==> config.mk <==
export PLATFORM = sky130hd
export DESIGN_NAME = link_reconnect_backoff_supervisor
export DESIGN_NICKNAME = d
export VERILOG_FILES = /design/src/sv/lrbs_pkg.sv /design/src/sv/link_reconnect_backoff_supervisor.sv
export SDC_FILE = /design/constraint.sdc
export NUM_CORES = 1
export LEC_CHECK = 0
export BUFFER_PORTS_ARGS = -buffer_cell sky130_fd_sc_hd__clkbuf_2
export CAP_MARGIN = 20
export CORE_AREA = 2 2 164 166
export CTS_BUF_LIST = sky130_fd_sc_hd__clkbuf_2 sky130_fd_sc_hd__clkbuf_4 sky130_fd_sc_hd__clkbuf_8
export DETAILED_ROUTE_END_ITERATION = 10
export DIE_AREA = 0 0 166 168
export HOLD_SLACK_MARGIN = 0.08
export SYNTH_ARGS = -nofsm -noshare
export SYNTH_HDL_FRONTEND = slang
export SYNTH_SLANG_ARGS = --single-unit
==> constraint.sdc <==
create_clock -name clk_i -period 4.5 [get_ports clk_i]
set_clock_uncertainty 0.1 [all_clocks]
set_input_delay 0.9 -clock clk_i [delete_from_list [all_inputs] [get_ports clk_i]]
set_output_delay 0.9 -clock clk_i [all_outputs]
set_load 0.005 [all_outputs]
==> src/sv/lrbs_pkg.sv <==
`default_nettype none
package lrbs_pkg;

  localparam int unsigned MAX_KNOWN = 16;

  // Supervisor modes
  localparam logic [2:0] MODE_IDLE  = 3'd0;
  localparam logic [2:0] MODE_SCAN  = 3'd1;
  localparam logic [2:0] MODE_CONN  = 3'd2;
  localparam logic [2:0] MODE_UP    = 3'd3;
  localparam logic [2:0] MODE_RETRY = 3'd4;

  // Request types
  localparam logic [1:0] REQ_TICK      = 2'd0;
  localparam logic [1:0] REQ_SCAN_ENT  = 2'd1;
  localparam logic [1:0] REQ_SCAN_END  = 2'd2;
  localparam logic [1:0] REQ_RECONNECT = 2'd3;

  // Commands
  localparam logic [1:0] CMD_NONE    = 2'd0;
  localparam logic [1:0] CMD_SCAN    = 2'd1;
  localparam logic [1:0] CMD_CONNECT = 2'd2;
  localparam logic [1:0] CMD_DROP    = 2'd3;

  // Indicator actions
  localparam logic [1:0] IND_NONE = 2'd0;
  localparam logic [1:0] IND_ON   = 2'd1;
  localparam logic [1:0] IND_OFF  = 2'd2;

  // Register indexes
  localparam logic [2:0] REG_CONNECT_TIMEOUT = 3'd0;
  localparam logic [2:0] REG_RETRY_LIMIT     = 3'd1;
  localparam logic [2:0] REG_BASE_DELAY      = 3'd2;
  localparam logic [2:0] REG_MAX_DELAY       = 3'd3;
  localparam logic [2:0] REG_DROP_DELAY      = 3'd4;
  localparam logic [2:0] REG_KNOWN_COUNT     = 3'd5;

  // Register reset values
  localparam logic [15:0] RST_CONNECT_TIMEOUT = 16'd12000;
  localparam logic [3:0]  RST_RETRY_LIMIT     = 4'd5;
  localparam logic [15:0] RST_BASE_DELAY      = 16'd2000;
  localparam logic [15:0] RST_MAX_DELAY       = 16'd30000;
  localparam logic [15:0] RST_DROP_DELAY      = 16'd4000;
  localparam logic [4:0]  RST_KNOWN_COUNT     = 5'd0;

  localparam logic [15:0] TICKS_MAX = 16'hFFFF;

endpackage
`default_nettype wire

==> src/sv/link_reconnect_backoff_supervisor.sv <==
`default_nettype none
// Link reconnect supervisor with exponential retry backoff. Each input transfer is one event:
// a 1 ms tick with link status, a scan entry, a scan end or a reconnect request, and each
// yields exactly one result transfer (mode after the event, link command, network index,
// timeout count, connected flag, indicator action). Throughput is one event per clock: the
// whole state update is a single pass of compare/add logic from the input port into the
// state registers and a one-entry output register, and the input stalls only while that
// output register is full and the consumer stalls it. After reset the block is idle until a
// reconnect request arrives. The user writes registers over the cfg port (always ready) only
// while no event is in flight; the block does not enforce it. Indexes 6 and 7 are ignored.
module link_reconnect_backoff_supervisor (
  input  wire logic              clk_i,
  input  wire logic              rst_ni,
  // configuration write channel
  input  wire logic              cfg_valid_i,
  output logic                   cfg_ready_o,
  input  wire logic [2:0]        cfg_index_i,
  input  wire logic [15:0]       cfg_data_i,
  // event channel
  input  wire logic              in_valid_i,
  output logic                   in_stall_o,
  input  wire logic [1:0]        req_type_i,
  input  wire logic              link_up_i,
  input  wire logic              scan_match_i,
  input  wire logic [3:0]        scan_known_index_i,
  input  wire logic signed [7:0] scan_rssi_i,
  // result channel
  output logic                   out_valid_o,
  input  wire logic              out_stall_i,
  output logic [2:0]             fsm_state_o,
  output logic [1:0]             command_o,
  output logic [3:0]             connect_index_o,
  output logic [3:0]             retry_count_o,
  output logic                   connected_o,
  output logic [1:0]             indicator_o
);

  // configuration registers
  logic [15:0] connect_timeout_q, base_delay_q, max_delay_q, drop_delay_q;
  logic [3:0]  retry_limit_q;
  logic [4:0]  known_count_q;

  // supervisor state
  logic [2:0]        mode_q, mode_d;
  logic [15:0]       elapsed_q, elapsed_d;
  logic [15:0]       backoff_q, backoff_d;
  logic [3:0]        timeouts_q, timeouts_d;
  logic [3:0]        cur_index_q, cur_index_d;
  logic              scanning_q, scanning_d;
  logic              best_valid_q, best_valid_d;
  logic [3:0]        best_index_q, best_index_d;
  logic signed [7:0] best_level_q, best_level_d;
  logic              last_link_q, last_link_d;

  // result register
  logic       out_valid_q;
  logic [2:0] res_state_q;
  logic [1:0] res_cmd_q, res_cmd_d;
  logic [3:0] res_index_q, res_index_d;
  logic [3:0] res_retry_q;
  logic       res_conn_q;
  logic [1:0] res_ind_q, res_ind_d;

  logic        in_fire;
  logic [4:0]  known_limit;
  logic [15:0] tick_elapsed;
  logic [16:0] doubled;
  logic [15:0] grown;
  logic [3:0]  timeouts_inc;

  assign cfg_ready_o = 1'b1;
  assign in_stall_o  = out_valid_q & out_stall_i;
  assign in_fire     = in_valid_i & ~in_stall_o;

  // Clamp the known-network count to the table size.
  assign known_limit = (known_count_q < 5'(lrbs_pkg::MAX_KNOWN))
                       ? known_count_q : 5'(lrbs_pkg::MAX_KNOWN);

  // Saturating timer advance for a tick.
  assign tick_elapsed = (elapsed_q < lrbs_pkg::TICKS_MAX) ? elapsed_q + 16'd1 : elapsed_q;

  // Doubled backoff, capped at the configured maximum.
  assign doubled = {backoff_q, 1'b0};
  assign grown   = (doubled < {1'b0, max_delay_q}) ? doubled[15:0] : max_delay_q;

  assign timeouts_inc = timeouts_q + 4'd1;

  always_comb begin
    mode_d       = mode_q;
    elapsed_d    = elapsed_q;
    backoff_d    = backoff_q;
    timeouts_d   = timeouts_q;
    cur_index_d  = cur_index_q;
    scanning_d   = scanning_q;
    best_valid_d = best_valid_q;
    best_index_d = best_index_q;
    best_level_d = best_level_q;
    last_link_d  = last_link_q;
    res_cmd_d    = lrbs_pkg::CMD_NONE;
    res_ind_d    = lrbs_pkg::IND_NONE;
    res_index_d  = cur_index_q;

    case (req_type_i)
      lrbs_pkg::REQ_TICK: begin
        elapsed_d   = tick_elapsed;
        last_link_d = link_up_i;
        case (mode_q)
          lrbs_pkg::MODE_SCAN: begin
            // open the scan on the first tick after entering scanning
            if (!scanning_q) begin
              scanning_d   = 1'b1;
              best_valid_d = 1'b0;
              res_cmd_d    = lrbs_pkg::CMD_SCAN;
            end
          end
          lrbs_pkg::MODE_CONN: begin
            if (link_up_i) begin
              mode_d     = lrbs_pkg::MODE_UP;
              elapsed_d  = '0;
              timeouts_d = '0;
              backoff_d  = base_delay_q;
              res_ind_d  = lrbs_pkg::IND_ON;
            end else if (tick_elapsed > connect_timeout_q) begin
              res_cmd_d = lrbs_pkg::CMD_DROP;
              elapsed_d = '0;
              if (timeouts_inc >= retry_limit_q) begin
                // give up on this network and rescan
                timeouts_d = '0;
                backoff_d  = base_delay_q;
                mode_d     = lrbs_pkg::MODE_SCAN;
                scanning_d = 1'b0;
              end else begin
                timeouts_d = timeouts_inc;
                mode_d     = lrbs_pkg::MODE_RETRY;
                backoff_d  = grown;
              end
            end
          end
          lrbs_pkg::MODE_UP: begin
            if (!link_up_i) begin
              res_ind_d  = lrbs_pkg::IND_OFF;
              timeouts_d = '0;
              backoff_d  = drop_delay_q;
              mode_d     = lrbs_pkg::MODE_RETRY;
              elapsed_d  = '0;
            end
          end
          lrbs_pkg::MODE_RETRY: begin
            if (tick_elapsed >= backoff_q) begin
              mode_d     = lrbs_pkg::MODE_SCAN;
              elapsed_d  = '0;
              scanning_d = 1'b0;
            end
          end
          default: begin
          end
        endcase
      end
      lrbs_pkg::REQ_SCAN_ENT: begin
        // keep the strongest match; ties keep the earlier entry
        if (mode_q == lrbs_pkg::MODE_SCAN && scanning_q && scan_match_i &&
            ({1'b0, scan_known_index_i} < known_limit)) begin
          if (!best_valid_q || (scan_rssi_i > best_level_q)) begin
            best_valid_d = 1'b1;
            best_index_d = scan_known_index_i;
            best_level_d = scan_rssi_i;
          end
        end
      end
      lrbs_pkg::REQ_SCAN_END: begin
        if (mode_q == lrbs_pkg::MODE_SCAN && scanning_q) begin
          scanning_d   = 1'b0;
          best_valid_d = 1'b0;
          elapsed_d    = '0;
          if (best_valid_q) begin
            if ({1'b0, best_index_q} < known_limit) begin
              cur_index_d = best_index_q;
              mode_d      = lrbs_pkg::MODE_CONN;
              res_cmd_d   = lrbs_pkg::CMD_CONNECT;
              res_index_d = best_index_q;
            end else begin
              // known list shrank under the chosen entry
              mode_d = lrbs_pkg::MODE_IDLE;
            end
          end else begin
            mode_d    = lrbs_pkg::MODE_RETRY;
            backoff_d = grown;
          end
        end
      end
      default: begin
        // reconnect request: drop and rescan from any mode
        res_cmd_d    = lrbs_pkg::CMD_DROP;
        mode_d       = lrbs_pkg::MODE_SCAN;
        elapsed_d    = '0;
        scanning_d   = 1'b0;
        best_valid_d = 1'b0;
        timeouts_d   = '0;
        backoff_d    = base_delay_q;
      end
    endcase
  end

  // configuration registers
  always_ff @(posedge clk_i or negedge rst_ni) begin
    if (!rst_ni) begin
      connect_timeout_q <= lrbs_pkg::RST_CONNECT_TIMEOUT;
      retry_limit_q     <= lrbs_pkg::RST_RETRY_LIMIT;
      base_delay_q      <= lrbs_pkg::RST_BASE_DELAY;
      max_delay_q       <= lrbs_pkg::RST_MAX_DELAY;
      drop_delay_q      <= lrbs_pkg::RST_DROP_DELAY;
      known_count_q     <= lrbs_pkg::RST_KNOWN_COUNT;
    end else if (cfg_valid_i) begin
      case (cfg_index_i)
        lrbs_pkg::REG_CONNECT_TIMEOUT: connect_timeout_q <= cfg_data_i;
        lrbs_pkg::REG_RETRY_LIMIT:     retry_limit_q     <= cfg_data_i[3:0];
        lrbs_pkg::REG_BASE_DELAY:      base_delay_q      <= cfg_data_i;
        lrbs_pkg::REG_MAX_DELAY:       max_delay_q       <= cfg_data_i;
        lrbs_pkg::REG_DROP_DELAY:      drop_delay_q      <= cfg_data_i;
        lrbs_pkg::REG_KNOWN_COUNT:     known_count_q     <= cfg_data_i[4:0];
        default: begin
        end
      endcase
    end
  end

  // state update on each accepted event
  always_ff @(posedge clk_i or negedge rst_ni) begin
    if (!rst_ni) begin
      mode_q       <= lrbs_pkg::MODE_IDLE;
      elapsed_q    <= '0;
      backoff_q    <= lrbs_pkg::RST_BASE_DELAY;
      timeouts_q   <= '0;
      cur_index_q  <= '0;
      scanning_q   <= 1'b0;
      best_valid_q <= 1'b0;
      best_index_q <= '0;
      best_level_q <= '0;
      last_link_q  <= 1'b0;
    end else if (in_fire) begin
      mode_q       <= mode_d;
      elapsed_q    <= elapsed_d;
      backoff_q    <= backoff_d;
      timeouts_q   <= timeouts_d;
      cur_index_q  <= cur_index_d;
      scanning_q   <= scanning_d;
      best_valid_q <= best_valid_d;
      best_index_q <= best_index_d;
      best_level_q <= best_level_d;
      last_link_q  <= last_link_d;
    end
  end

  // output register: fill on accept, drain when the consumer takes it
  always_ff @(posedge clk_i or negedge rst_ni) begin
    if (!rst_ni) begin
      out_valid_q <= 1'b0;
    end else if (in_fire) begin
      out_valid_q <= 1'b1;
    end else if (!out_stall_i) begin
      out_valid_q <= 1'b0;
    end
  end

  always_ff @(posedge clk_i) begin
    if (in_fire) begin
      res_state_q <= mode_d;
      res_cmd_q   <= res_cmd_d;
      res_index_q <= res_index_d;
      res_retry_q <= timeouts_d;
      res_conn_q  <= (mode_d == lrbs_pkg::MODE_UP) & last_link_d;
      res_ind_q   <= res_ind_d;
    end
  end

  assign out_valid_o     = out_valid_q;
  assign fsm_state_o     = res_state_q;
  assign command_o       = res_cmd_q;
  assign connect_index_o = res_index_q;
  assign retry_count_o   = res_retry_q;
  assign connected_o     = res_conn_q;
  assign indicator_o     = res_ind_q;

endmodule
`default_nettype wire

[Word-level counts from Yosys, hierarchy flattened]
Index checks and enable logic that the tools add are counted.
Word-level totals
  register bits: 148
  output and inout port bits: 19
  logic and storage cells: 149
Cells by class
  $add $sub $neg: 2
  magnitude comparators: 9
  equal/unequal tests: 27
  muxes and demuxes: 64
  bitwise operators: 5
  reductions and logical operators: 19
Operator list (count)
  $mux W16: 13
  $pmux W16 S3: 3
  $mux W4: 8
  $pmux W16 S2: 1
  $mux W3: 7
  $pmux W3 S3: 2
  $lt A17 B16 Y1: 1
  $add A16 B1 Y16 const B: 1
  $ge A16 B16 Y1: 1
  $gt A16 B16 Y1: 1
  $lt A16 B16 Y1 const B: 1
  $pmux W4 S2: 2
  $eq A3 B2 Y1 const B: 5
  $ne A3 B3 Y1 const B: 5
  $mux W1: 14
  $mux W2: 7
  $ne A2 B2 Y1 const B: 6
  $reduce_and A2 Y1: 6
  $lt A4 B5 Y1: 2
  $eq A3 B3 Y1 const B: 3
  $pmux W1 S3: 3
  $gt A8 B8 Y1: 1
  $pmux W2 S2: 2
  $reduce_and A8 Y1: 1
  other kinds (24): 30

[Logic depth before layout (Yosys ltp)]
  depth in word-level cells: 9
  depth in mapped cells: 19
  mapped depth without buffers: 16

[Worst setup path before layout]
OpenSTA, ideal clock, no wires.
  path kind: register to register
  from: register elapsed_q[0]
  to: register res_conn_q, in the netlist connected_o, data pin
  arrival: 3866 ps
  required time: 4144 ps
  setup slack: 278 ps
  stages on the path, launching flop included: 18
  path buffers: 1
  period minus slack after synthesis: 4222 ps
  cells stage by stage: dfrtp_1 > ha_1 > and3_1 > and4_4 > buf_6 > nor4_4 > and2_4 > nand4_1 > xnor2_1 > ha_1 > nand4_1 > nor3_1 > nand3_1 > or3_1 > o21a_1 > a211o_1 > o211a_1 > and4_1
On the way
  longest elaborated chain between the ends: 9
  elaborated cells between the ends (all ways): 12
  classes of those cells: add/sub (1); order compare (3); eq/ne (1); mux (6); bitwise (1)
Ends and longest elaborated chain
  from (decl): RTL line link_reconnect_backoff_supervisor.sv:45  | logic [15:0] elapsed_q, elapsed_d;
  from (signal assigned): RTL line link_reconnect_backoff_supervisor.sv:242  | elapsed_q <= elapsed_d;
  $add A16 B1 Y16 or $lt A16 B16 Y1 (tied branches): RTL line link_reconnect_backoff_supervisor.sv:80  | assign tick_elapsed = (elapsed_q < lrbs_pkg::TICKS_MAX) ? elapsed_q + 16'd1 : elapsed_q;
  $mux W16 (*): RTL line link_reconnect_backoff_supervisor.sv:80
  $gt A16 B16 Y1: RTL line link_reconnect_backoff_supervisor.sv:123  | end else if (tick_elapsed > connect_timeout_q) begin
  $mux W3: RTL line link_reconnect_backoff_supervisor.sv:123
  $mux W3: RTL line link_reconnect_backoff_supervisor.sv:117  | if (link_up_i) begin
  $pmux W3 S3 (*): RTL line link_reconnect_backoff_supervisor.sv:107  | case (mode_q)
  $pmux W3 S3 (*): RTL line link_reconnect_backoff_supervisor.sv:103  | case (req_type_i)
  via mode_d[1]: RTL line link_reconnect_backoff_supervisor.sv:44  | logic [2:0] mode_q, mode_d;
  $eq A3 B2 Y1 (*): RTL line link_reconnect_backoff_supervisor.sv:271  | res_conn_q <= (mode_d == lrbs_pkg::MODE_UP) & last_link_d;
  $and A1 B1 Y1 (*): RTL line link_reconnect_backoff_supervisor.sv:271
  to (signal assigned): RTL line link_reconnect_backoff_supervisor.sv:271
  to (decl): RTL line link_reconnect_backoff_supervisor.sv:61  | logic res_conn_q;
Mark *: on every way through the listed nets, which the timed path passes. The rest lies on a longest branch.
A chain may end at the register's enable or synchronous reset.

[Final worst setup path]
  from: register elapsed_q[0]
  to: register res_conn_q, in the netlist connected_o, data pin
On the way
  longest elaborated chain between the ends: 9
  elaborated cells between the ends (all ways): 12
  classes of those cells: add/sub (1); order compare (3); eq/ne (1); mux (6); bitwise (1)
Ends and longest elaborated chain (RTL line)
  $add A16 B1 Y16 or $lt A16 B16 Y1 (tied branches): link_reconnect_backoff_supervisor.sv:80
  $mux W16 (*): link_reconnect_backoff_supervisor.sv:80
  $gt A16 B16 Y1: link_reconnect_backoff_supervisor.sv:123
  $mux W3: link_reconnect_backoff_supervisor.sv:123
  $mux W3: link_reconnect_backoff_supervisor.sv:117
  $pmux W3 S3 (*): link_reconnect_backoff_supervisor.sv:107
  $pmux W3 S3 (*): link_reconnect_backoff_supervisor.sv:103
  $eq A3 B2 Y1 (*): link_reconnect_backoff_supervisor.sv:271
  $and A1 B1 Y1 (*): link_reconnect_backoff_supervisor.sv:271
Every way passes the cells marked *; elsewhere a longest branch is shown, timed or not.

==> results_dict.tcl <==
set metrics [dict create \
    status "finished clean" \
    timing_hold_violations_final 0 \
    crit_type "reg -> reg" \
    seq_area_mm2 0.00383 \
    nets 1067 \
    hp-class "in -> async" \
    fillers 2573 \
    async_flop_share_pct 89.2 \
    path_delay_family "simple AND/OR/NAND/NOR gates" \
    cellPowerDensity_mw_per_mm2 437 \
    grtUsageTotal_pct 15.9 \
    routed_wirelength_mm 21.7 \
    synth_seq_cells 148 \
    dieWidth_um 166 \
    ys_types 69 \
    critPathMaxStageDelay_ns 0.40 \
    slew-limit-headroom_pct 39.7 \
    crit_buf_inv 1 \
    synth_top_cell_area_share_pct 27.4 \
    tns_ns 0 \
    drc 0 \
    route.vias.total 6830 \
    path_cells "ha_1, and3_1, and4_4, nor4_4, and2_4, nand4_1, xnor2_2, ha_1, nand4_1, nor3_2, nand3_1, or3_4, o21a_1, buf_4, nor3_1, nor3_2, and4_1" \
    synthCells 894 \
    layout-drive-gt1-share_pct 25.2 \
    grt_pass1_vias 6859 \
    synth_compound_area_share_pct 18.1 \
    h-tree-depth 4 \
    start_kind "register" \
    port_buffers 57 \
    clockRootBuffer "clkbuf_8" \
    synthMuxAreaShare_pct 10.7 \
    ir_drop_uv 189 \
    cts_tree "yes" \
    path_clk_slew_ns 0.10 \
    drt-initial-drc-count 444 \
    ys_top_cells_by_area "dfrtp_1, dfstp_2, ha_1, mux2_2, edfxtp_1" \
    synth_most_common_cell "dfrtp_1" \
    avgSynthCellArea_um2 10.0 \
    postPlaceCellArea_mm2 0.00971 \
    initial_utilization_pct 34.0 \
    antenna_found_initial 0 \
    rows 60 \
    die_h_um 168 \
    synth_edf_count 16 \
    gr-total-overflow 0 \
    syn_nets 1003 \
    cts_buffers 17 \
    slew_viol_final 0 \
    timing.hold.ws_ns 0.328 \
    synth_top_cell_by_area "dfrtp_1" \
    synthFlopType "dfrtp_1" \
    cp.arrival_ns 4.29 \
    coreArea_mm2 0.0264 \
    wl_per_cell_um 16.6 \
    place_hpwl_mm 15.8 \
    cp_data_required_time_ns 4.63 \
    viasPerCell 5.21 \
    die_area_mm2 0.0279 \
    grt_start_max_net_pins 86 \
    clk_latency_ns 0.48 \
    finalCriticalPeriod_ns 4.16 \
    grt_setup_unrepaired "no" \
    maxCapViolCount 0 \
    dr.pass1.iters 5 \
    n_antenna_cell 0 \
    synth.cell_area_mm2 0.00896 \
    worst_pin_slew_ns 0.902 \
    ys_seq_area_share_pct 42.7 \
    postLayoutCellArea_mm2 0.0102 \
    critPathMaxFanout 11 \
    synth-simple-area-share_pct 12.0 \
    synth_top_family_by_area "compound AO/OA/AOI/OAI gates" \
    multi_input_area_mm2 0.00473 \
    period_share_pct 92.4 \
    worstSetupEndpointType "register" \
    synth_fa_ha_area_share_pct 9.63 \
    setup_viol 0 \
    p_leak_uw 0.00457 \
    syn2layout_area_growth_pct 13.7 \
    grt_pass1_wl_mm 36.0 \
    cp_slowest_cell "dfrtp_1" \
    synth_warnings 0 \
    pin_count 59 \
    clockBufferDepth 2 \
    antenna_left 0 \
    synth-xor-area-share_pct 1.66 \
    numClockSinks 148 \
    fmax_ghz 0.241 \
    synth.top_cells.by_count "dfrtp_1, nand2_1, mux2_2" \
    gp_congestion 0.847 \
]
## cells in the final DEF, fill, tap and decap left out, types with 5 or more instances in the layout
cell type | netlist | layout
clkbuf_2 | 0 | 56
ha_1 | 69 | 69
nand3_1 | 14 | 14
o211ai_1 | 13 | 13
nor4_1 | 5 | 5
nor3_1 | 16 | 13
a31oi_1 | 19 | 19
dfstp_2 | 34 | 34
o31ai_1 | 5 | 5
nand2_1 | 87 | 87
xor2_1 | 5 | 5
clkbuf_8 | 0 | 17
a22oi_1 | 16 | 16
edfxtp_1 | 16 | 16
inv_1 | 70 | 70
nand2b_1 | 10 | 10
a211oi_1 | 7 | 5
o21a_1 | 25 | 25
a22o_1 | 29 | 29
a21o_1 | 6 | 6
mux2i_1 | 14 | 14
nor2b_1 | 6 | 6
mux2_2 | 72 | 72
xnor2_1 | 12 | 11
nor2_1 | 50 | 49
a21oi_1 | 34 | 34
dfrtp_1 | 98 | 98
o21ai_0 | 59 | 59
o21ai_1 | 5 | 5
buf_4 | 2 | 27
nand4_1 | 9 | 9
## cells by family (layout without fill, tap and decap cells)
logic type | count (synthesis) | after routing
mux | 87 | 87
fa+ha+maj | 69 | 69
other cells | 1 | 1
simple gates | 222 | 222
xor+xnor | 17 | 17
compound gates | 239 | 239
buf+inv | 111 | 188
flops | 148 | 148
## layer usage
metal | vias to the layer above | routed length, um | track usage [%]
li1 | 3362 | - | -
met1 | 3301 | 10600 | 21.9
met2 | 135 | 10000 | 25.5
met3 | 32 | 726 | 2.91
met4 | 0 | 399 | 5.14
met5 | - | 0 | 0
## path summary, 6_finish.rpt
check | start | endpoint | slack (ns) | depth (start not counted)
worst max-delay path | elapsed_q[0] | connected_o | 0.34 | 17
worst min-delay path | rst_ni | best_index_q[3] | 0.33 | 1
worst max register to register | elapsed_q[0] | connected_o | 0.34 | 17
worst min register to register | cur_index_q[2] | cur_index_q[2] | 0.38 | 2
max in group asynchronous | rst_ni | max_delay_q[10] | 3.02 | 2
min in group clk_i | cur_index_q[2] | cur_index_q[2] | 0.38 | 2
## through the flow
stage               total power, uW  util, %  std cells  worst slack [ns]
floorplan                      2900        -        894             0.278
global placement               3290     36.8       1278            0.0660
detailed placement             3320     36.8       1278           -0.0141
CTS                            4470     38.5       1310            0.0932
global route                   4780     38.7       1312           0.00180
finish                         4460     38.7       1312             0.343
## area by class of cell
cell class | count | share of cell area, %
multi-input cells | 635 | 46.5
flip-flops and latches | 148 | 37.6
repair buffers | 85 | 5.05
well taps | 341 | 4.19
inverters | 71 | 2.62
clock buffers | 17 | 2.30
clock inverters | 15 | 1.84
## state kept, by name, summed over array words and instances, names as in the netlist, 5 cells and up
register           cells
connect_timeout_q     16
drop_delay_q          16
known_count_q          5
base_delay_q          16
max_delay_q           16
best_level_q           8
backoff_q             16
elapsed_q             16
## where the power goes
| part | switching [uW] | internal, uW | total [uW] | leakage (uW) |
|---|---|---|---|---|
| Combinational | 821 | 639 | 1460 | 0.00260 |
| Sequential | 203 | 1660 | 1870 | 0.00176 |
| Clock | 610 | 519 | 1130 | 0.000212 |
| Total | 1630 | 2820 | 4460 | 0.00457 |
## what timing repair did
item | in CTS | in global routing
hold buffers | 0 | 0
setup endpoints to repair | 13 | 45
pin swaps | 0 | 5
buffers inserted | 0 | 2
gates resized for setup | 1 | 7
No activity file was read; power rests on OpenSTA's default activity.
